## src/sv/gmca_pkg.sv

```systemverilog
// Shared types and constants for the grid minimum component area block.
`timescale 1ns / 1ps
package gmca_pkg;

  localparam int AREA_W = 13;
  localparam int CFG_W  = 7;

  // configuration register indexes
  localparam logic CFG_ROW_COUNT = 1'b0;
  localparam logic CFG_COL_COUNT = 1'b1;

  typedef struct packed {
    logic cell_open;
    logic last_cell;
  } in_item_t;

  typedef struct packed {
    logic [AREA_W-1:0] min_area;
    logic              no_component;
  } out_item_t;

  // classified cell on its way to the fill engine
  typedef struct packed {
    logic cell_open;
    logic last_cell;
    logic store;
  } cmd_t;

endpackage

```

## src/sv/gmca_cmd_fifo.sv

```systemverilog
// Two-entry queue of classified cells between the front end and the fill engine.
`timescale 1ns / 1ps
module gmca_cmd_fifo import gmca_pkg::*; (
  input  logic clk,
  input  logic rst_n,
  input  logic push,
  input  cmd_t push_cmd,
  input  logic pop,
  output cmd_t pop_cmd,
  output logic full,
  output logic empty
);

  cmd_t       mem_r [2];
  logic       wp_r, wp_nxt;
  logic       rp_r, rp_nxt;
  logic [1:0] cnt_r, cnt_nxt;

  assign full    = cnt_r == 2'd2;
  assign empty   = cnt_r == 2'd0;
  assign pop_cmd = mem_r[rp_r];

  always_comb begin
    wp_nxt  = push ? !wp_r : wp_r;
    rp_nxt  = pop ? !rp_r : rp_r;
    cnt_nxt = cnt_r + 2'(push) - 2'(pop);
  end

  always_ff @(posedge clk) begin
    if (!rst_n) begin
      wp_r  <= 1'b0;
      rp_r  <= 1'b0;
      cnt_r <= 2'd0;
    end else begin
      wp_r  <= wp_nxt;
      rp_r  <= rp_nxt;
      cnt_r <= cnt_nxt;
    end
  end

  always_ff @(posedge clk) begin
    if (push) begin
      mem_r[wp_r] <= push_cmd;
    end
  end

endmodule

```

## config.mk

```make
export PLATFORM = sky130hd
export DESIGN_NAME = gmca_cmd_fifo
export DESIGN_NICKNAME = d
export VERILOG_FILES = /design/src/sv/gmca_pkg.sv /design/src/sv/gmca_cmd_fifo.sv
export SDC_FILE = /design/constraint.sdc
export NUM_CORES = 1
export LEC_CHECK = 0
export BUFFER_PORTS_ARGS = -buffer_cell sky130_fd_sc_hd__clkbuf_2
export CAP_MARGIN = 20
export CORE_AREA = 4 4 41 43
export CTS_CLUSTER_SIZE = 28
export DETAILED_ROUTE_END_ITERATION = 8
export DIE_AREA = 0 0 45 47
export PLACE_DENSITY_LB_ADDON = 0.05
export SLEW_MARGIN = 20
export SYNTH_ARGS = -nofsm -noshare
export SYNTH_HDL_FRONTEND = slang
export SYNTH_SLANG_ARGS = --single-unit
```

## constraint.sdc

```tcl
create_clock -name clk -period 1.2 [get_ports clk]
set_clock_uncertainty 0.05 [all_clocks]
set_input_delay 0.18 -clock clk [delete_from_list [all_inputs] [get_ports clk]]
set_output_delay 0.18 -clock clk [all_outputs]
set_load 0.05 [all_outputs]
```

==> results of run 1 <==
[power groups by stage]
stage	clock [mW]	combinational, mW	sequential, mW
2_1_floorplan	0	0.203	0.460
3_3_place_gp	0	0.257	0.461
3_5_place_dp	0	0.269	0.463
4_1_cts	0.248	0.367	0.468
5_1_grt	0.271	0.406	0.471
6_report	0.238	0.384	0.467
[layout make-up]
type	instances	area, um^2
Fill cell	130	643.1
Inverter	2	7.507
Sequential cell	11	286.5
Multi-Input combinational cell	17	202.7
Tap cell	15	18.77
Clock buffer	4	26.28
Timing Repair Buffer	12	116.4
[worst max path at each step]
stage	endpoint	slack [ns]	cells after the start
floorplan	empty	-0.0008	1
global placement	cnt_r[1]	0.01	6
detailed placement	cnt_r[1]	-0.04	6
CTS	pop_cmd[1]	-0.15	2
global route	pop_cmd[1]	-0.16	2
finish	pop_cmd[2]	-0.13	2
[per-stage QoR]
step	setup TNS, ns	area [um^2]	std cells
after floorplan	-0.0007838	442.9	30
after global placement	0	524.3	57
after detailed placement	-0.05125	524.3	57
after CTS	-0.4988	651.9	61
after global routing	-0.5968	658.1	61
final	-0.3760	658.1	61
[cells by family (layout without fill, tap and decap cells)]
logic type / after synthesis / after routing / synth area share (%)
flip-flops: 11 / 11 / 63.82
AND/OR/NAND/NOR: 9 / 9 / 12.25
multiplexers: 3 / 3 / 7.692
adder cells (fa/ha/maj): 2 / 2 / 5.697
XOR/XNOR: 2 / 2 / 7.123
buffers and inverters: 2 / 18 / 1.710
AO/OA/AOI/OAI: 1 / 1 / 1.710
[cell usage after synthesis, drive strengths merged]
cell / instances
and2: 4
nor2b: 4
ha: 2
mux2: 3
o21a: 1
nor2: 1
xnor3: 1
xor2: 1
dfxtp: 5
edfxtp: 6
inv: 2
[flip-flops by register name, summed over array words and instances, names as in the netlist, named ones only]
| register | count |
|---|---|
| mem_r | 6 |
| cnt_r | 2 |
| wp_r | 1 |
| rp_r | 1 |
[routing by layer]
layer / track usage (%) / share of wire, %
met5: 0 / 0
met4: 3.509 / 0
met3: 3.065 / 5.6
met2: 16.95 / 57
met1: 8.962 / 37
[repair_timing]
| action | 4_1_cts | 5_1_grt |
|---|---|---|
| pin swaps | 2 | 1 |
| setup endpoints to repair | 7 | 6 |
| gates resized for setup | 25 | 5 |
==> flow_summary.yaml, run 1 <==
placement:
  gp_congestion: 0.6680
  dp_hpwl_um: 603.3
  pre_cts_slack_ns: -0.03872
  io_buffers: 11
route:
  post-route-drc-count: 0
  via_count: 264
  final_antenna_net_count: 0
  firstDrtPassIters: 1
  drtIter0Drc: 0
  routed_via_density: 4.328
  wl_per_cell_um: 12.20
  routed_wl_um: 744
clocking:
  ctsLongestPathBuffers: 2
  clk-insertion-delay-late_ns: 0.26
  clkTransAtPathRegs_ns: 0.07
  hold_buffers: 0
  h-tree-depth: 1
  root_buffer: "clkbuf_4"
  cts.sinks: 11
  cts_inserted_buffers: 3
  postCtsSetupRepairBufs: 0
  cts_tree: "built"
critical_path:
  required_ns: 0.97
  start_kind: "flip-flop"
  r2r_cells: 6
  critPathTopFamily: "flip-flops"
  worst-path-buf-inv: 1
  crit_fanout: 3
  crit_type: "flip-flop to output port"
  crit_slowest_cell: "dfxtp_4"
  reg2reg_from: "cnt_r[0]"
  crit_path_max_incr_delay_ns: 0.38
  rrSetupSlack_ns: 0
  crit_arrival_ns: 1.10
  r2r-end: "cnt_r[1]"
  path_cells: "mux2_4 > buf_8"
  critPathCaptureType: "output port"
global_route:
  grt_remaining_overflow: 0
  grt_first_pass_wirelength_um: 1317
  grt_pass1_vias: 324
  grt_max_degree: 7
  antenna_found_initial: 0
  track_usage_pct: 8.960
run:
  cap_viol_max_count: 0
finish:
  num_antenna_cells: 0
  nets: 56
  fin_util_pct: 50.58
  syn2layout_area_growth_pct: 49.86
  layout-drive-gt1-share_pct: 58.70
  mostFrequentLayoutCells: "clkbuf_2, edfxtp_1, buf_8"
power:
  totalPowerFinal_mw: 1.089
  p_int_mw: 0.7594
  pwr-share-clk_pct: 21.9
  irDropWorstVdd_v: 0.0008082
  swShare_pct: 30.28
  power.density_nw_per_um2: 1655
  p_comb_share_pct: 35.2
  switchingPower_mw: 0.3298
  p_leak_nw: 0.2736
  seqPwrFrac_pct: 42.9
timing:
  hold_violations: 0
  period_minus_slack_ns: 1.326
  rsz0062_at_grt: "true"
  fmax_ghz: 0.7542
  tightest_slew_ns: 0.3280
  final_max_slew_viol_count: 0
  setup_viol: 4
  min_period_over_period_pct: 110.5
  fin_ws_ns: -0.1259
  hold_slack_ns: 0.06308
  slew_headroom_pct: 78.09
min_path:
  whs_endpoint: "mem_r[0][2]"
  hold_class: "primary input to flip-flop"
  min_path_cells: 1
  hp-start: "push_cmd[2]"
floorplanning:
  initial_utilization_pct: 33.75
  die_area_um2: 2115
  ios: 12
  core_um2: 1301
  rows: 13
  die_w_um: 45
  die_h_um: 47
yosys:
  post-synth-top-area-fraction_pct: 41.03
  synth_warnings: 0
  synth_seq_cells: 11
  syn_nets: 39
  synth_area_leaders: "edfxtp_1, dfxtp_1, mux2_2, and2_1, ha_1"
  synth_largest_area_cell: "edfxtp_1"
  synth_area_um2: 439.2
  syn_area_per_cell_um2: 14.64
  ys_types: 11
  synth-seq-area-share_pct: 63.82
  synth_cells: 30
outcome:
  status: "finished with violations"
  violations: "setup timing"
No activity file was read; power rests on OpenSTA's default activity.
==> run 2, diff against run 1 <==
--- a/config.mk
+++ b/config.mk
@@ -11,7 +11,10 @@
 export CTS_CLUSTER_SIZE = 28
 export DETAILED_ROUTE_END_ITERATION = 8
 export DIE_AREA = 0 0 45 47
+export MAX_ROUTING_LAYER = met4
 export PLACE_DENSITY_LB_ADDON = 0.05
+export RECOVER_POWER = 100
+export REMOVE_ABC_BUFFERS = 1
 export SLEW_MARGIN = 20
 export SYNTH_ARGS = -nofsm -noshare
 export SYNTH_HDL_FRONTEND = slang
==> flow_summary.yaml, run 2 (synthesis results as in run 1) <==
route:
  routed_wl_um: 676
  post-route-drc-count: 0
  final_antenna_net_count: 0
  routed_via_density: 4.387
  firstDrtPassIters: 4
  drtIter0Drc: 4
  via_count: 272
  wl_per_cell_um: 10.90
timing:
  period_minus_slack_ns: 1.317
  setup_viol: 4
  rsz0062_at_grt: "true"
  slew_headroom_pct: 76.98
  hold_violations: 0
  fmax_ghz: 0.7591
  final_max_slew_viol_count: 0
  tightest_slew_ns: 0.3445
  setup-tns-final_ns: -0.3545
  fin_ws_ns: -0.1174
  min_period_over_period_pct: 109.8
  hold_slack_ns: 0.06141
global_route:
  met2_usage_pct: 13.84
  track_usage_pct: 8.595
  grt_pass1_vias: 278
  gr-usage-met3_pct: 3.448
  grt.busiest_layer: "met2"
  grt_max_degree: 7
  use_met1_pct: 8.019
  grt_first_pass_wirelength_um: 1159
  grt_remaining_overflow: 0
  antenna_found_initial: 0
finish:
  syn2layout_area_growth_pct: 51.00
  final_common_cell: "edfxtp_1"
  final_cells: 62
  final_cell_area_um2: 663.1
  num_antenna_cells: 0
  nets: 57
  largest-register: "mem_r"
  mostFrequentLayoutCells: "edfxtp_1, buf_8, clkbuf_2"
  num-fill-cells: 124
  layout-drive-gt1-share_pct: 55.32
  largest_reg_flops: 6
  fin_util_pct: 50.96
  reg_top3: "mem_r: 6 flops, cnt_r: 2 flops"
run:
  cap_viol_max_count: 0
floorplanning:
  die_area_um2: 2115
  die_h_um: 47
  initial_utilization_pct: 33.75
  core_um2: 1301
  die_w_um: 45
  ios: 12
  rows: 13
critical_path:
  required_ns: 0.97
  crit_type: "flip-flop to output port"
  critPathCaptureType: "output port"
  crit_arrival_ns: 1.09
  start_kind: "flip-flop"
  crit_fanout: 3
clocking:
  clk-insertion-delay-late_ns: 0.26
  cts_tree: "built"
  root_buffer: "clkbuf_4"
  cts.sinks: 11
  h-tree-depth: 1
  clkTransAtPathRegs_ns: 0.06
  postCtsSetupRepairBufs: 0
  ctsLongestPathBuffers: 2
  cts_inserted_buffers: 3
  hold_buffers: 0
placement:
  placed_area_um2: 528.0
  gp_congestion: 0.6978
  pre_cts_slack_ns: -0.2058
  dp_hpwl_um: 525.9
  io_buffers: 11
  dp_cells: 58
power:
  irDropWorstVdd_v: 0.0008470
  power.density_nw_per_um2: 1633
  p_leak_nw: 0.2708
  totalPowerFinal_mw: 1.083
outcome:
  status: "finished with violations"
  violations: "setup timing"
min_path:
  hold_class: "primary input to flip-flop"
## run 2: changes by cell type in the layout (fill, tap and decap cells not counted), sizes merged
cell  change
buf       +1
## run 2: path summary, 6_finish.rpt
check	start	to	slack, ns	depth (start not counted)
hold reg to reg	rp_r	flip-flop	0.53	2
setup reg to reg	cnt_r[0]	cnt_r[1]	-0.01	6
hold / removal	push_cmd[0]	mem_r[1][0]	0.06	1
setup / recovery	flip-flop	pop_cmd[2]	-0.12	2
## run 2: where the power goes
| part | internal [mW] | total, mW | switching, mW | leakage [nW] |
|---|---|---|---|---|
| Sequential | 0.438 | 0.468 | 0.0301 | 0.0991 |
| Combinational | 0.194 | 0.379 | 0.185 | 0.157 |
| Clock | 0.128 | 0.236 | 0.108 | 0.0150 |
| Total | 0.760 | 1.08 | 0.324 | 0.271 |
## run 2: per-layer routing
| metal | up-vias | part of all wire [%] |
|---|---|---|
| met5 | - | 0 |
| li1 | 136 | - |
| met3 | 2 | 5.3 |
| met2 | 6 | 58 |
| met1 | 128 | 36 |
| met4 | 0 | 0.89 |
## run 2: final cells by class
type                            count  area [um^2]  area share, %
Inverter                            2        7.507          1.132
Clock buffer                        4        26.28          3.962
Multi-Input combinational cell     17        202.7          30.57
Sequential cell                    11        286.5          43.21
Tap cell                           15        18.77          2.830
Timing Repair Buffer               13        121.4          18.30
## run 2: worst max-delay path, cell delays in order, from the launching register on
cell and delay (ns):
dfxtp_4 0.37, mux2_4 0.31, buf_8 0.15
## run 2: timing repair
action / 4_1_cts / 5_1_grt
resized for setup: 27 / 5
setup endpoints to repair: 7 / 6
pin swaps: 4 / 1
==> run 3, diff against run 2 <==
--- a/config.mk
+++ b/config.mk
@@ -12,7 +12,6 @@
 export DETAILED_ROUTE_END_ITERATION = 8
 export DIE_AREA = 0 0 45 47
 export MAX_ROUTING_LAYER = met4
-export PLACE_DENSITY_LB_ADDON = 0.05
 export RECOVER_POWER = 100
 export REMOVE_ABC_BUFFERS = 1
 export SLEW_MARGIN = 20
==> constraint.sdc (replaced) <==
create_clock -name clk -period 1.06 [get_ports clk]
set_clock_uncertainty 0.05 [all_clocks]
set_input_delay 0.159 -clock clk [delete_from_list [all_inputs] [get_ports clk]]
set_output_delay 0.159 -clock clk [all_outputs]
set_load 0.05 [all_outputs]
==> flow_summary.yaml, run 3 (synthesis results as in run 1) <==
outcome:
  status: "finished with violations"
  violations: "setup timing"
clocking:
  cts_tree: "built"
  cts.sinks: 11
  hold_buffers: 0
  clk-insertion-delay-late_ns: 0.26
  postCtsSetupRepairBufs: 0
  ctsLongestPathBuffers: 2
  root_buffer: "clkbuf_4"
  h-tree-depth: 1
  cts_inserted_buffers: 3
  clkTransAtPathRegs_ns: 0.07
timing:
  rsz0062_at_grt: "true"
  hold_violations: 0
  setup_viol: 7
  slew_headroom_pct: 77.54
  hold_slack_ns: 0.06095
  final_max_slew_viol_count: 0
  fmax_ghz: 0.7598
  period_minus_slack_ns: 1.316
  min_period_over_period_pct: 124.2
  tightest_slew_ns: 0.3362
  fin_ws_ns: -0.2561
global_route:
  track_usage_pct: 8.933
  met2_usage_pct: 15.54
  use_met1_pct: 8.983
  grt_first_pass_wirelength_um: 1242
  grt_pass1_vias: 299
  grt_max_degree: 7
  grt.busiest_layer: "met2"
  grt_remaining_overflow: 0
  antenna_found_initial: 0
  gr-usage-met3_pct: 3.448
min_path:
  hold_class: "primary input to flip-flop"
  min_path_cells: 1
  hp-start: "push_cmd[2]"
  whs_endpoint: "mem_r[0][2]"
critical_path:
  reg2reg_from: "cnt_r[0]"
  crit_path_max_incr_delay_ns: 0.37
  r2r-end: "cnt_r[1]"
  crit_arrival_ns: 1.11
  required_ns: 0.85
  critPathCaptureType: "output port"
  rrSetupSlack_ns: -0.15
  crit_fanout: 3
  path_cells: "mux2_4 > clkbuf_16"
  crit_type: "flip-flop to output port"
  crit_slowest_cell: "dfxtp_4"
  start_kind: "flip-flop"
  r2r_cells: 6
route:
  firstDrtPassIters: 2
  post-route-drc-count: 0
  final_antenna_net_count: 0
  routed_wl_um: 727
  drtIter0Drc: 1
  via_count: 278
  wl_per_cell_um: 11.73
  routed_via_density: 4.484
finish:
  largest-register: "mem_r"
  largest_reg_flops: 6
  layout-drive-gt1-share_pct: 55.32
  final_common_cell: "edfxtp_1"
  reg_top3: "mem_r: 6 flops, cnt_r: 2 flops"
  num_antenna_cells: 0
  fin_util_pct: 52.02
  nets: 57
  syn2layout_area_growth_pct: 54.13
  mostFrequentLayoutCells: "edfxtp_1, clkbuf_1, buf_8"
placement:
  dp_hpwl_um: 581.6
  pre_cts_slack_ns: -0.3541
  gp_congestion: 0.6293
  io_buffers: 11
floorplanning:
  core_um2: 1301
  rows: 13
  initial_utilization_pct: 33.75
  die_h_um: 47
  die_area_um2: 2115
  ios: 12
  die_w_um: 45
power:
  power.density_nw_per_um2: 1862
  irDropWorstVdd_v: 0.0007524
  totalPowerFinal_mw: 1.260
  p_leak_nw: 0.2741
run:
  cap_viol_max_count: 0
## run 3: cell types whose count changed in the layout (fill, tap and decap cells not counted), sizes merged
cell / change
buf: -1
clkbuf: +1
## run 3: worst max-delay path: cells and delay by family (launching register included)
family                 cells  cell delay (ns)
buffers and inverters      1             0.17
DFF                        1             0.37
muxes                      1             0.31
## run 3: worst max-delay path by stage
stage                     startpoint    endpoint  slack [ns]  cells past startpoint
after floorplan             cnt_r[0]    cnt_r[1]       -0.30                      6
after detailed placement    cnt_r[0]    cnt_r[1]       -0.35                      6
final                      flip-flop  pop_cmd[2]       -0.26                      2
after global placement      cnt_r[0]    cnt_r[1]       -0.30                      6
after CTS                  flip-flop  pop_cmd[2]       -0.27                      2
after global routing       flip-flop  pop_cmd[2]       -0.29                      2
## run 3: final cells by class
cell class	instances	area, um^2
Fill cell	118	624.3
Sequential cell	11	286.5
Multi-Input combinational cell	17	205.2
Timing Repair Buffer	13	130.1
Clock buffer	4	26.28
Tap cell	15	18.77
Inverter	2	10.01
## run 3: metrics by stage
stage                     setup TNS, ns  area [um^2]  instances
after floorplan                 -0.7693        439.2         30
after global placement          -0.6738        528.0         58
after detailed placement        -0.8313        528.0         58
after CTS                        -1.310        673.1         62
after global routing             -1.413        676.9         62
final                            -1.175        676.9         62
## run 3: metal layers
metal	wire (um)	part of all wire, %	vias up
li1	-	-	136
met1	289	40	132
met2	374	51	10
met3	63	8.7	0
met4	0	0	0
met5	0	0	-
## run 3: report_power, final
group          total, mW  leakage, nW  internal (mW)  switching [mW]
Clock              0.275       0.0150          0.145           0.130
Combinational      0.457        0.160          0.237           0.220
Sequential         0.529       0.0991          0.495          0.0337
Total               1.26        0.274          0.877           0.384
## run 3: timing repair
action	in CTS	in global routing
setup endpoints to repair	7	7
pin swaps	4	0
resized for setup	28	5
