$ cat src/sv/gmca_pkg.sv
// Shared types and constants for the grid minimum component area block.
`timescale 1ns / 1ps
package gmca_pkg;

  localparam int AREA_W = 13;
  localparam int CFG_W  = 7;

  // configuration register indexes
  localparam logic CFG_ROW_COUNT = 1'b0;
  localparam logic CFG_COL_COUNT = 1'b1;

  typedef struct packed {
    logic cell_open;
    logic last_cell;
  } in_item_t;

  typedef struct packed {
    logic [AREA_W-1:0] min_area;
    logic              no_component;
  } out_item_t;

  // classified cell on its way to the fill engine
  typedef struct packed {
    logic cell_open;
    logic last_cell;
    logic store;
  } cmd_t;

endpackage

$ cat src/sv/gmca_front.sv
// Front end: accepts cells, tracks the load position and classifies each cell.
`timescale 1ns / 1ps
module gmca_front import gmca_pkg::*; #(
  parameter int IW = 13
) (
  input  logic          clk,
  input  logic          rst_n,
  input  logic          in_valid,
  input  in_item_t      in_data,
  output logic          in_stall,
  input  logic [IW-1:0] total,
  input  logic          q_full,
  output logic          q_push,
  output cmd_t          q_cmd
);

  logic [IW-1:0] load_pos_r, load_pos_nxt;
  logic          store;

  assign store    = load_pos_r < total;
  assign in_stall = q_full;
  assign q_push   = in_valid && !q_full;

  assign q_cmd.cell_open = in_data.cell_open;
  assign q_cmd.last_cell = in_data.last_cell;
  assign q_cmd.store     = store;

  always_comb begin
    load_pos_nxt = load_pos_r;
    if (q_push) begin
      if (in_data.last_cell) begin
        load_pos_nxt = '0;
      end else if (store) begin
        load_pos_nxt = load_pos_r + IW'(1);
      end
    end
  end

  always_ff @(posedge clk) begin
    if (!rst_n) begin
      load_pos_r <= '0;
    end else begin
      load_pos_r <= load_pos_nxt;
    end
  end

endmodule

$ cat config.mk
export PLATFORM = sky130hd
export DESIGN_NAME = gmca_front
export DESIGN_NICKNAME = d
export VERILOG_FILES = /design/src/sv/gmca_pkg.sv /design/src/sv/gmca_front.sv
export SDC_FILE = /design/constraint.sdc
export NUM_CORES = 1
export LEC_CHECK = 0
export BUFFER_PORTS_ARGS = -buffer_cell sky130_fd_sc_hd__buf_2
export CAP_MARGIN = 30
export CORE_MARGIN = 10
export CORE_UTILIZATION = 31
export DETAILED_ROUTE_END_ITERATION = 8
export GPL_TIMING_DRIVEN = 0
export PLACE_DENSITY = 0.47
export SYNTH_ARGS = -nofsm -noshare
export SYNTH_HDL_FRONTEND = slang
export SYNTH_SLANG_ARGS = --single-unit
$ cat constraint.sdc
create_clock -name clk -period 6.27 [get_ports clk]
set_input_delay 0 -clock clk [delete_from_list [all_inputs] [get_ports clk]]
set_output_delay 0 -clock clk [all_outputs]
set_load 0.005 [all_outputs]
==> run_results.csv, run 1 <==
group,metric,value,unit
outcome,outcome,"finished clean",
sta,finClkSkew,1.156,ps
sta,fin_tns_setup,0,ps
cts,root_buffer,"clkbuf_8",
sta,fmax,392.0,MHz
worst_setup_path,crit_cells,8,
floorplan,dieWidth,82.96,um
worst_setup_path,critPathCaptureType,"output port",
sta,rsz0062_at_grt,"false",
finish,syn2layout_area_growth,17.51,%
flow_run,cap_violations,0,
routing,num_vias,1271,
synthesis,ys_seq_area_share,21.18,%
global_routing,grtUsageTotal,10.32,%
power,power.leakage,0.0006332,uW
cts,cts-hold-fix-buffers,0,
sta,slew_headroom,45.54,%
synthesis,yosys_warnings,0,
global_routing,grt_max_degree,11,
synthesis,synth_cell_types,34,
sta,tightest_slew,809.5,ps
routing,drcViolationCount,0,
finish,finalNetCount,223,
power,power_density,127.2,mW/mm2
routing,wl_per_cell,14.61,um
floorplan,core_area,0.003744,mm2
worst_setup_path,worstPathCellList,"ha_1 > a21o_1 > a21o_1 > a2111oi_4 > buf_6 > and2_1 > buf_4 > buf_2",
min_path,hold_depth,2,
worst_setup_path,critPathArrivalTime,2550,ps
placement,gp_congestion,0.8486,
cts,cts_max_level,1,
finish,final_common_cell,"inv_1",
worst_setup_path,startpoint_type,"flop",
floorplan,die_y,82.96,um
floorplan,rows,22,
synthesis,syn-num-nets,196,
min_path,min_path_type,"in -> reg",
global_routing,grt_pass1_wl,6.203,mm
cts,cts.clk_slew.worst_paths,50,ps
global_routing,overflow,0,
sta,slew_viol_final,0,
cts,insertion_delay,250,ps
routing,wirelength,3.478,mm
cts,cts_buffer_depth,2,
cts,cts_sinks,13,
finish,top_register,"load_pos_r",
routing,post_drt_via_cell_ratio,5.340,
finish,drive_above_1_share,19.47,%
synthesis,synth.ff_latch_count,13,
floorplan,design.die.area,0.006882,mm2
worst_setup_path,crit_fanout,10,
routing,ant_nets,0,
worst_setup_path,crit_family,"compound AO/OA/AOI/OAI gates",
finish,top_regs,"load_pos_r x13",
routing,drtPass1Iterations,4,
worst_setup_path,cpPeakStageDelay,620,ps
synthesis,synth_area_per_cell,7.492,um2
global_routing,grt_pass1_vias,1347,
worst_setup_path,critical_path_buf_inv_count,3,
sta,setup_viol,0,
worst_setup_path,path_common_cell,"a21o_1",
cts,cts_setup_buffers,0,
cts,cts_tree,"built",
synthesis,synth_area,0.001229,mm2
finish,diodes,0,
floorplan,start_util,32.82,%
worst_setup_path,critPathKind,"reg -> out",
power,ir_drop,92.30,uV
worst_setup_path,cp.required,6270,ps
placement,dpl-instance-area,0.001399,mm2
synthesis,netlist_instances,164,
finish,largest_reg_flops,13,
worst_setup_path,cp_slowest_cell,"a2111oi_4",
worst_setup_path,reg2reg_depth,7,
global_routing,antenna_found_initial,0,
sta,fin_crit,2551,ps
sta,fin_crit_sh,40.69,%
sta,finalHoldViolCount,0,
routing,drt_iter0_markers,72,
cts,cts_inserted_buffers,3,
placement,io_buffer_count,22,
floorplan,ios,24,
cts,cts_resized,0,
finish,design_area,0.001444,mm2
finish,n_fill_cell,427,
finish,final_cell_mix,"inv_1, buf_2, nor2_1",
placement,place_hpwl,2.662,mm
==> power by group <==
group          total (uW)  switching (uW)  internal (uW)
Sequential           83.7           0.660           83.1
Clock                76.1            31.1           45.0
Combinational        23.9            13.5           10.4
==> layer usage <==
| metal | routed length (um) | global-route usage (%) |
|---|---|---|
| met5 | 0 | 0 |
| met4 | 38 | 3.692 |
| met3 | 207 | 2.734 |
| met2 | 1754 | 18.72 |
| met1 | 1478 | 11.11 |
==> worst paths after layout <==
path              slack, ps             to           start
setup / recovery       3720       q_cmd[0]  load_pos_r[10]
hold / removal           10  load_pos_r[6]           rst_n
setup reg to reg       3780  load_pos_r[7]   load_pos_r[4]
hold reg to reg         510  load_pos_r[7]   load_pos_r[7]
==> Yosys cell counts, drive strengths merged <==
cell | number | area share (%)
a41o | 1 | 0.81
dfxtp | 13 | 21
nor3 | 4 | 1.6
a32oi | 1 | 0.71
o31a | 1 | 0.71
a31oi | 11 | 5.6
or2 | 1 | 0.51
nor4 | 2 | 1.0
nand3 | 3 | 1.2
and4 | 3 | 2.2
nand4 | 12 | 6.1
nor2 | 18 | 5.5
o31ai | 1 | 0.61
nand2 | 14 | 4.3
and2 | 1 | 0.51
o21ai | 3 | 1.2
a21oi | 4 | 1.6
ha | 13 | 13
inv | 27 | 8.2
a21o | 2 | 1.2
a211o | 2 | 1.4
a2111oi | 2 | 3.5
a311oi | 1 | 0.71
and4b | 1 | 0.81
a311o | 9 | 7.3
clkbuf | 4 | 1.2
nand2b | 2 | 1.0
buf | 8 | 5.8
==> per-stage QoR <==
stage	util [%]	setup slack [ps]	hold WS, ps	cells	power (uW)
2_1_floorplan	-	4191	80.82	164	98.52
3_3_place_gp	37.37	3813	173.4	234	108.9
3_5_place_dp	37.37	3825	173.6	234	109.6
4_1_cts	38.57	3691	5.539	238	186.7
5_1_grt	38.57	3560	4.478	238	194.7
6_report	38.57	3719	10.49	238	183.7
==> kinds of logic after synthesis <==
logic type | after synthesis | share of synthesized area [%]
flops | 13 | 21.18
fa+ha+maj | 13 | 13.24
simple gates | 61 | 24.85
buf+inv | 39 | 15.27
compound gates | 38 | 25.46
==> layout make-up <==
cell class	instances	area (um2)	share of cell area (%)
clock buffer	4	45.04	3.120
inverter	27	101.3	7.019
sequential	13	260.3	18.02
multi-input combinational	112	780.7	54.07
timing repair buffer	22	110.1	7.626
tap	48	60.06	4.159
buffer	12	86.33	5.979
==> worst register-to-register path: stages (launching register included) <==
cell and delay (ps):
dfxtp_1 440, ha_1 290, a211o_1 290, o21ai_1 480
buf_2 340, buf_2 280, nand4_1 120, a31oi_1 190
Power figures use the tool's default switching activity.
==> run 2, diff against run 1 <==
==> constraint.sdc (replaced) <==
create_clock -name clk -period 2.61 [get_ports clk]
set_input_delay 0 -clock clk [delete_from_list [all_inputs] [get_ports clk]]
set_output_delay 0 -clock clk [all_outputs]
set_load 0.005 [all_outputs]
==> run 2 against run 1 <==
Count of clock-buffer cells in the layout is the same. Critical path depth is the same. Hold slack is essentially flat. Global-route usage is the same. First-iteration DRC count grew 14%.
==> run_results.csv, run 2 (synthesis results as in run 1) <==
group,metric,value,unit
worst_setup_path,cp.required,2610,ps
sta,finalHoldViolCount,0,
floorplan,rows,22,
finish,finalNetCount,223,
global_routing,grt_pass1_vias,1347,
power,p_sw_share,24.71,%
finish,drive_above_1_share,21.05,%
cts,cts_setup_buffers,0,
floorplan,ios,24,
sta,rsz0062_at_grt,"false",
floorplan,dieWidth,82.96,um
sta,setup_viol,0,
cts,root_buffer,"clkbuf_8",
routing,num_vias,1279,
power,switching_power,109.1,uW
finish,largest_reg_flops,13,
sta,tightest_slew,804.7,ps
routing,drtPass1Iterations,4,
global_routing,grt_pass1_wl,6.203,mm
power,clockPowerShare,41.4,%
finish,final_common_cell,"inv_1",
worst_setup_path,startpoint_type,"flop",
worst_setup_path,critPathCaptureType,"output port",
sta,slew_viol_final,0,
placement,gp_congestion,0.8486,
routing,wirelength,3.527,mm
cts,cts_sinks,13,
finish,n_fill_cell,431,
finish,top_regs,"load_pos_r x13",
power,power.leakage,0.0006346,uW
cts,cts.clk_slew.worst_paths,50,ps
floorplan,die_y,82.96,um
routing,drcViolationCount,0,
sta,fin_crit_sh,92.62,%
sta,finClkSkew,1.198,ps
finish,final_cell_mix,"inv_1, buf_2, nor2_1",
worst_setup_path,reg2reg_depth,7,
worst_setup_path,path_common_cell,"a21o_1",
cts,cts_max_level,1,
cts,cts_tree,"built",
routing,drt_iter0_markers,82,
min_path,min_path_type,"in -> reg",
routing,ant_nets,0,
floorplan,core_area,0.003744,mm2
worst_setup_path,crit_fanout,10,
power,power_density,304.5,mW/mm2
sta,fin_tns_setup,0,ps
min_path,hold_depth,2,
routing,wl_per_cell,14.82,um
sta,slew_headroom,45.86,%
global_routing,grt_max_degree,11,
finish,top_register,"load_pos_r",
flow_run,cap_violations,0,
power,intPower,332.5,uW
finish,diodes,0,
power,comb_power_share,13.0,%
global_routing,grtUsageTotal,10.32,%
worst_setup_path,worstPathCellList,"ha_1 > a21o_1 > a21o_1 > a2111oi_4 > buf_6 > and2_1 > buf_4 > buf_2",
sta,fmax,413.7,MHz
cts,cts_resized,0,
power,power,441.6,uW
floorplan,start_util,32.82,%
worst_setup_path,cp_slowest_cell,"a2111oi_4",
finish,syn2layout_area_growth,18.02,%
power,ir_drop,221.7,uV
power,p_seq_share,45.6,%
floorplan,design.die.area,0.006882,mm2
cts,cts_buffer_depth,2,
placement,place_hpwl,2.662,mm
placement,io_buffer_count,22,
worst_setup_path,cpPeakStageDelay,570,ps
cts,cts-hold-fix-buffers,0,
global_routing,overflow,0,
routing,post_drt_via_cell_ratio,5.374,
worst_setup_path,critPathArrivalTime,2420,ps
cts,cts_inserted_buffers,3,
cts,insertion_delay,250,ps
sta,fin_crit,2417,ps
outcome,outcome,"finished clean",
worst_setup_path,critPathKind,"reg -> out",
global_routing,antenna_found_initial,0,
==> run 2: cell types whose count changed in the layout (fill, tap and decap cells not counted) <==
cell     before  now
dfxtp_1      13   11
o21ai_1       1    0
dfxtp_2       0    2
o21ai_2       0    1
==> run 2: layout make-up <==
type,count,area [um2],share of cell area [%]
plain buffers,12,86.33,5.953
clock buffers,4,45.04,3.106
inverters,27,101.3,6.989
multi-input cells,112,784.5,54.10
flip-flops and latches,13,262.8,18.12
well taps,48,60.06,4.142
repair buffers,22,110.1,7.593
==> run 2: critical path: cells and delay by family (launching register included) <==
| family | cells | cell delay (ps) |
|---|---|---|
| adders and majority gates | 1 | 260 |
| DFF | 1 | 390 |
| AOI/OAI and AO/OA | 3 | 930 |
| buffers and inverters | 3 | 440 |
| and+or+nand+nor | 1 | 150 |
==> run 2: stage by stage <==
step	hold WS, ps	worst slack [ps]	util [%]	cell area (um2)	std cells
after floorplan	80.82	531.4	-	1229	164
after global placement	173.4	153.0	37.37	1399	234
after detailed placement	173.6	165.5	37.37	1399	234
after CTS	5.539	31.32	38.57	1444	238
after global routing	4.478	24.54	38.74	1450	238
final	10.70	192.6	38.74	1450	238
==> run 2: path summary, 6_finish.rpt <==
check	endpoint	slack [ps]	start
min	load_pos_r[6]	10	rst_n
min reg2reg	load_pos_r[7]	510	load_pos_r[7]
max	q_cmd[0]	190	load_pos_r[10]
max reg2reg	load_pos_r[7]	300	load_pos_r[4]
==> run 2: per-layer routing <==
layer	routed length [um]	vias up	track usage [%]
met1	1482	593	11.11
met4	38	0	3.692
li1	-	649	-
met2	1818	32	18.72
met5	0	-	0
met3	188	5	2.734
==> run 2: power by group through the flow <==
stage | combinational, uW | clock (uW) | sequential, uW
3_5_place_dp | 57.8 | 0 | 205
4_1_cts | 58.2 | 189 | 201
3_3_place_gp | 56.3 | 0 | 205
5_1_grt | 67.3 | 199 | 201
6_report | 57.4 | 183 | 201
2_1_floorplan | 31.8 | 0 | 205
==> run 3, diff against run 2 <==
==> constraint.sdc (replaced) <==
create_clock -name clk -period 2.61 [get_ports clk]
set_input_delay 0.522 -clock clk [delete_from_list [all_inputs] [get_ports clk]]
set_output_delay 0.522 -clock clk [all_outputs]
set_load 0.005 [all_outputs]
==> run 3 against run 2 <==
Global-route usage increased by 0.24 points. Flip-flop and latch count unchanged. Cell count increased by 2.1%. Largest cell class unchanged.
==> run_results.csv, run 3 (synthesis results as in run 1) <==
group,metric,value,unit
worst_setup_path,cp.required,2090,ps
sta,fin_crit_sh,95.95,%
placement,place_hpwl,2.714,mm
flow_run,cap_violations,0,
global_routing,antenna_found_initial,0,
finish,utilization,41.78,%
routing,num_vias,1345,
finish,top_regs,"load_pos_r x13",
finish,design_area,0.001564,mm2
sta,finalHoldViolCount,0,
floorplan,ios,24,
finish,drive_above_1_share,29.23,%
worst_setup_path,critPathKind,"in -> out",
worst_setup_path,critPathArrivalTime,1980,ps
worst_setup_path,critical_path_buf_inv_count,4,
sta,slew_headroom,45.51,%
worst_setup_path,crit_family,"compound AO/OA/AOI/OAI gates",
sta,fmax,399.3,MHz
placement,io_buffer_count,22,
routing,wl_per_cell,15.79,um
global_routing,overflow,0,
sta,rsz0062_at_grt,"false",
outcome,outcome,"finished clean",
cts,cts_buffer_depth,2,
placement,gp_congestion,0.7828,
finish,final_common_cell,"inv_1",
power,power_density,286.8,mW/mm2
finish,diodes,0,
sta,fin_ws,105.6,ps
cts,cts_inserted_buffers,3,
finish,top_register,"load_pos_r",
cts,insertion_delay,240,ps
sta,slew_viol_final,0,
routing,drtPass1Iterations,4,
floorplan,rows,22,
global_routing,grtUsageTotal,10.56,%
floorplan,core_area,0.003744,mm2
floorplan,start_util,32.82,%
global_routing,grt_max_degree,11,
finish,largest_reg_flops,13,
cts,root_buffer,"clkbuf_8",
power,power,448.5,uW
sta,finClkSkew,0.7163,ps
floorplan,design.die.area,0.006882,mm2
finish,final_cell_mix,"inv_1, buf_2, nor2_1",
power,power.leakage,0.0006622,uW
worst_setup_path,cpPeakStageDelay,350,ps
routing,ant_nets,0,
finish,n_fill_cell,409,
sta,fin_crit,2504,ps
worst_setup_path,cp_slowest_cell,"a2111oi_4",
floorplan,dieWidth,82.96,um
floorplan,die_y,82.96,um
worst_setup_path,startpoint_type,"primary input",
finish,syn2layout_area_growth,27.29,%
global_routing,grt_pass1_vias,1325,
placement,dpl-instance-area,0.001399,mm2
cts,cts_sinks,13,
worst_setup_path,critPathCaptureType,"output port",
cts,cts_tree,"built",
global_routing,grt_pass1_wl,6.258,mm
worst_setup_path,worstPathCellList,"buf_2 > inv_2 > ha_4 > a21o_1 > a21o_1 > a2111oi_4 > buf_6 > and2_4 > buf_6",
min_path,min_path_type,"reg -> reg",
cts,cts_max_level,1,
placement,place_ws,-364.6,ps
routing,drt_iter0_markers,72,
sta,tightest_slew,809.9,ps
power,ir_drop,195.1,uV
routing,post_drt_via_cell_ratio,5.535,
worst_setup_path,crit_fanout,2,
routing,wirelength,3.836,mm
routing,drcViolationCount,0,
sta,setup_viol,0,
finish,finalNetCount,228,
cts,cts.clk_slew.worst_paths,60,ps
-- run 3: changes by cell type in the layout (fill, tap and decap cells not counted), sizes merged --
cell / change
buf: +5
-- run 3: worst min-delay path: cells and delay by family (launching register included) --
| kind | cells | cell delay [ps] |
|---|---|---|
| AO/OA/AOI/OAI | 1 | 60 |
| AND/OR/NAND/NOR | 1 | 60 |
| flip-flops | 1 | 340 |
-- run 3: metal layers --
layer | vias up | track usage [%] | part of all wire [%]
li1 | 660 | - | -
met1 | 626 | 13.05 | 48
met2 | 55 | 16.90 | 44
met3 | 4 | 2.930 | 7.2
met4 | 0 | 3.846 | 0.70
met5 | - | 0 | 0
-- run 3: layout make-up --
type                       count  area, um2  area share [%]
timing repair buffer          29      168.9           10.80
clock buffer                   4      45.04           2.880
sequential                    13      270.3           17.28
buffer                        10      73.82           4.720
inverter                      27      101.3           6.480
tap                           48      60.06           3.840
multi-input combinational    112      844.6           54.00
-- run 3: per-stage QoR --
step / hold WS (ps) / std cells / setup TNS (ps)
2_1_floorplan: 476.1 / 164 / 0
3_3_place_gp: 499.3 / 234 / -900.8
3_5_place_dp: 508.6 / 234 / -824.5
4_1_cts: 524.6 / 242 / 0
5_1_grt: 527.5 / 243 / 0
6_report: 511.7 / 243 / 0
-- run 3: worst paths after layout --
path                                     from            end  slack [ps]  cells past startpoint
worst min-delay path            load_pos_r[8]  load_pos_r[8]         510                      2
worst max-delay path                total[10]       q_cmd[0]         110                      9
worst max register to register  load_pos_r[4]  load_pos_r[6]         310                      8
worst min register to register  load_pos_r[8]  load_pos_r[8]         510                      2
-- run 3: what timing repair did --
action | 4_1_cts | 5_1_grt
buffers inserted | 5 | 2
pin swaps | 8 | 7
resized for setup | 13 | 5
endpoints found under the setup margin | 1 | 1
hold buffers | 0 | 0
-- run 3: power by group --
part           switching [uW]  internal, uW  leakage [uW]  total, uW
clock                    77.0           108     0.0000228        185
combinational            35.9          27.9      0.000531       63.8
sequential               1.65           198      0.000108        200
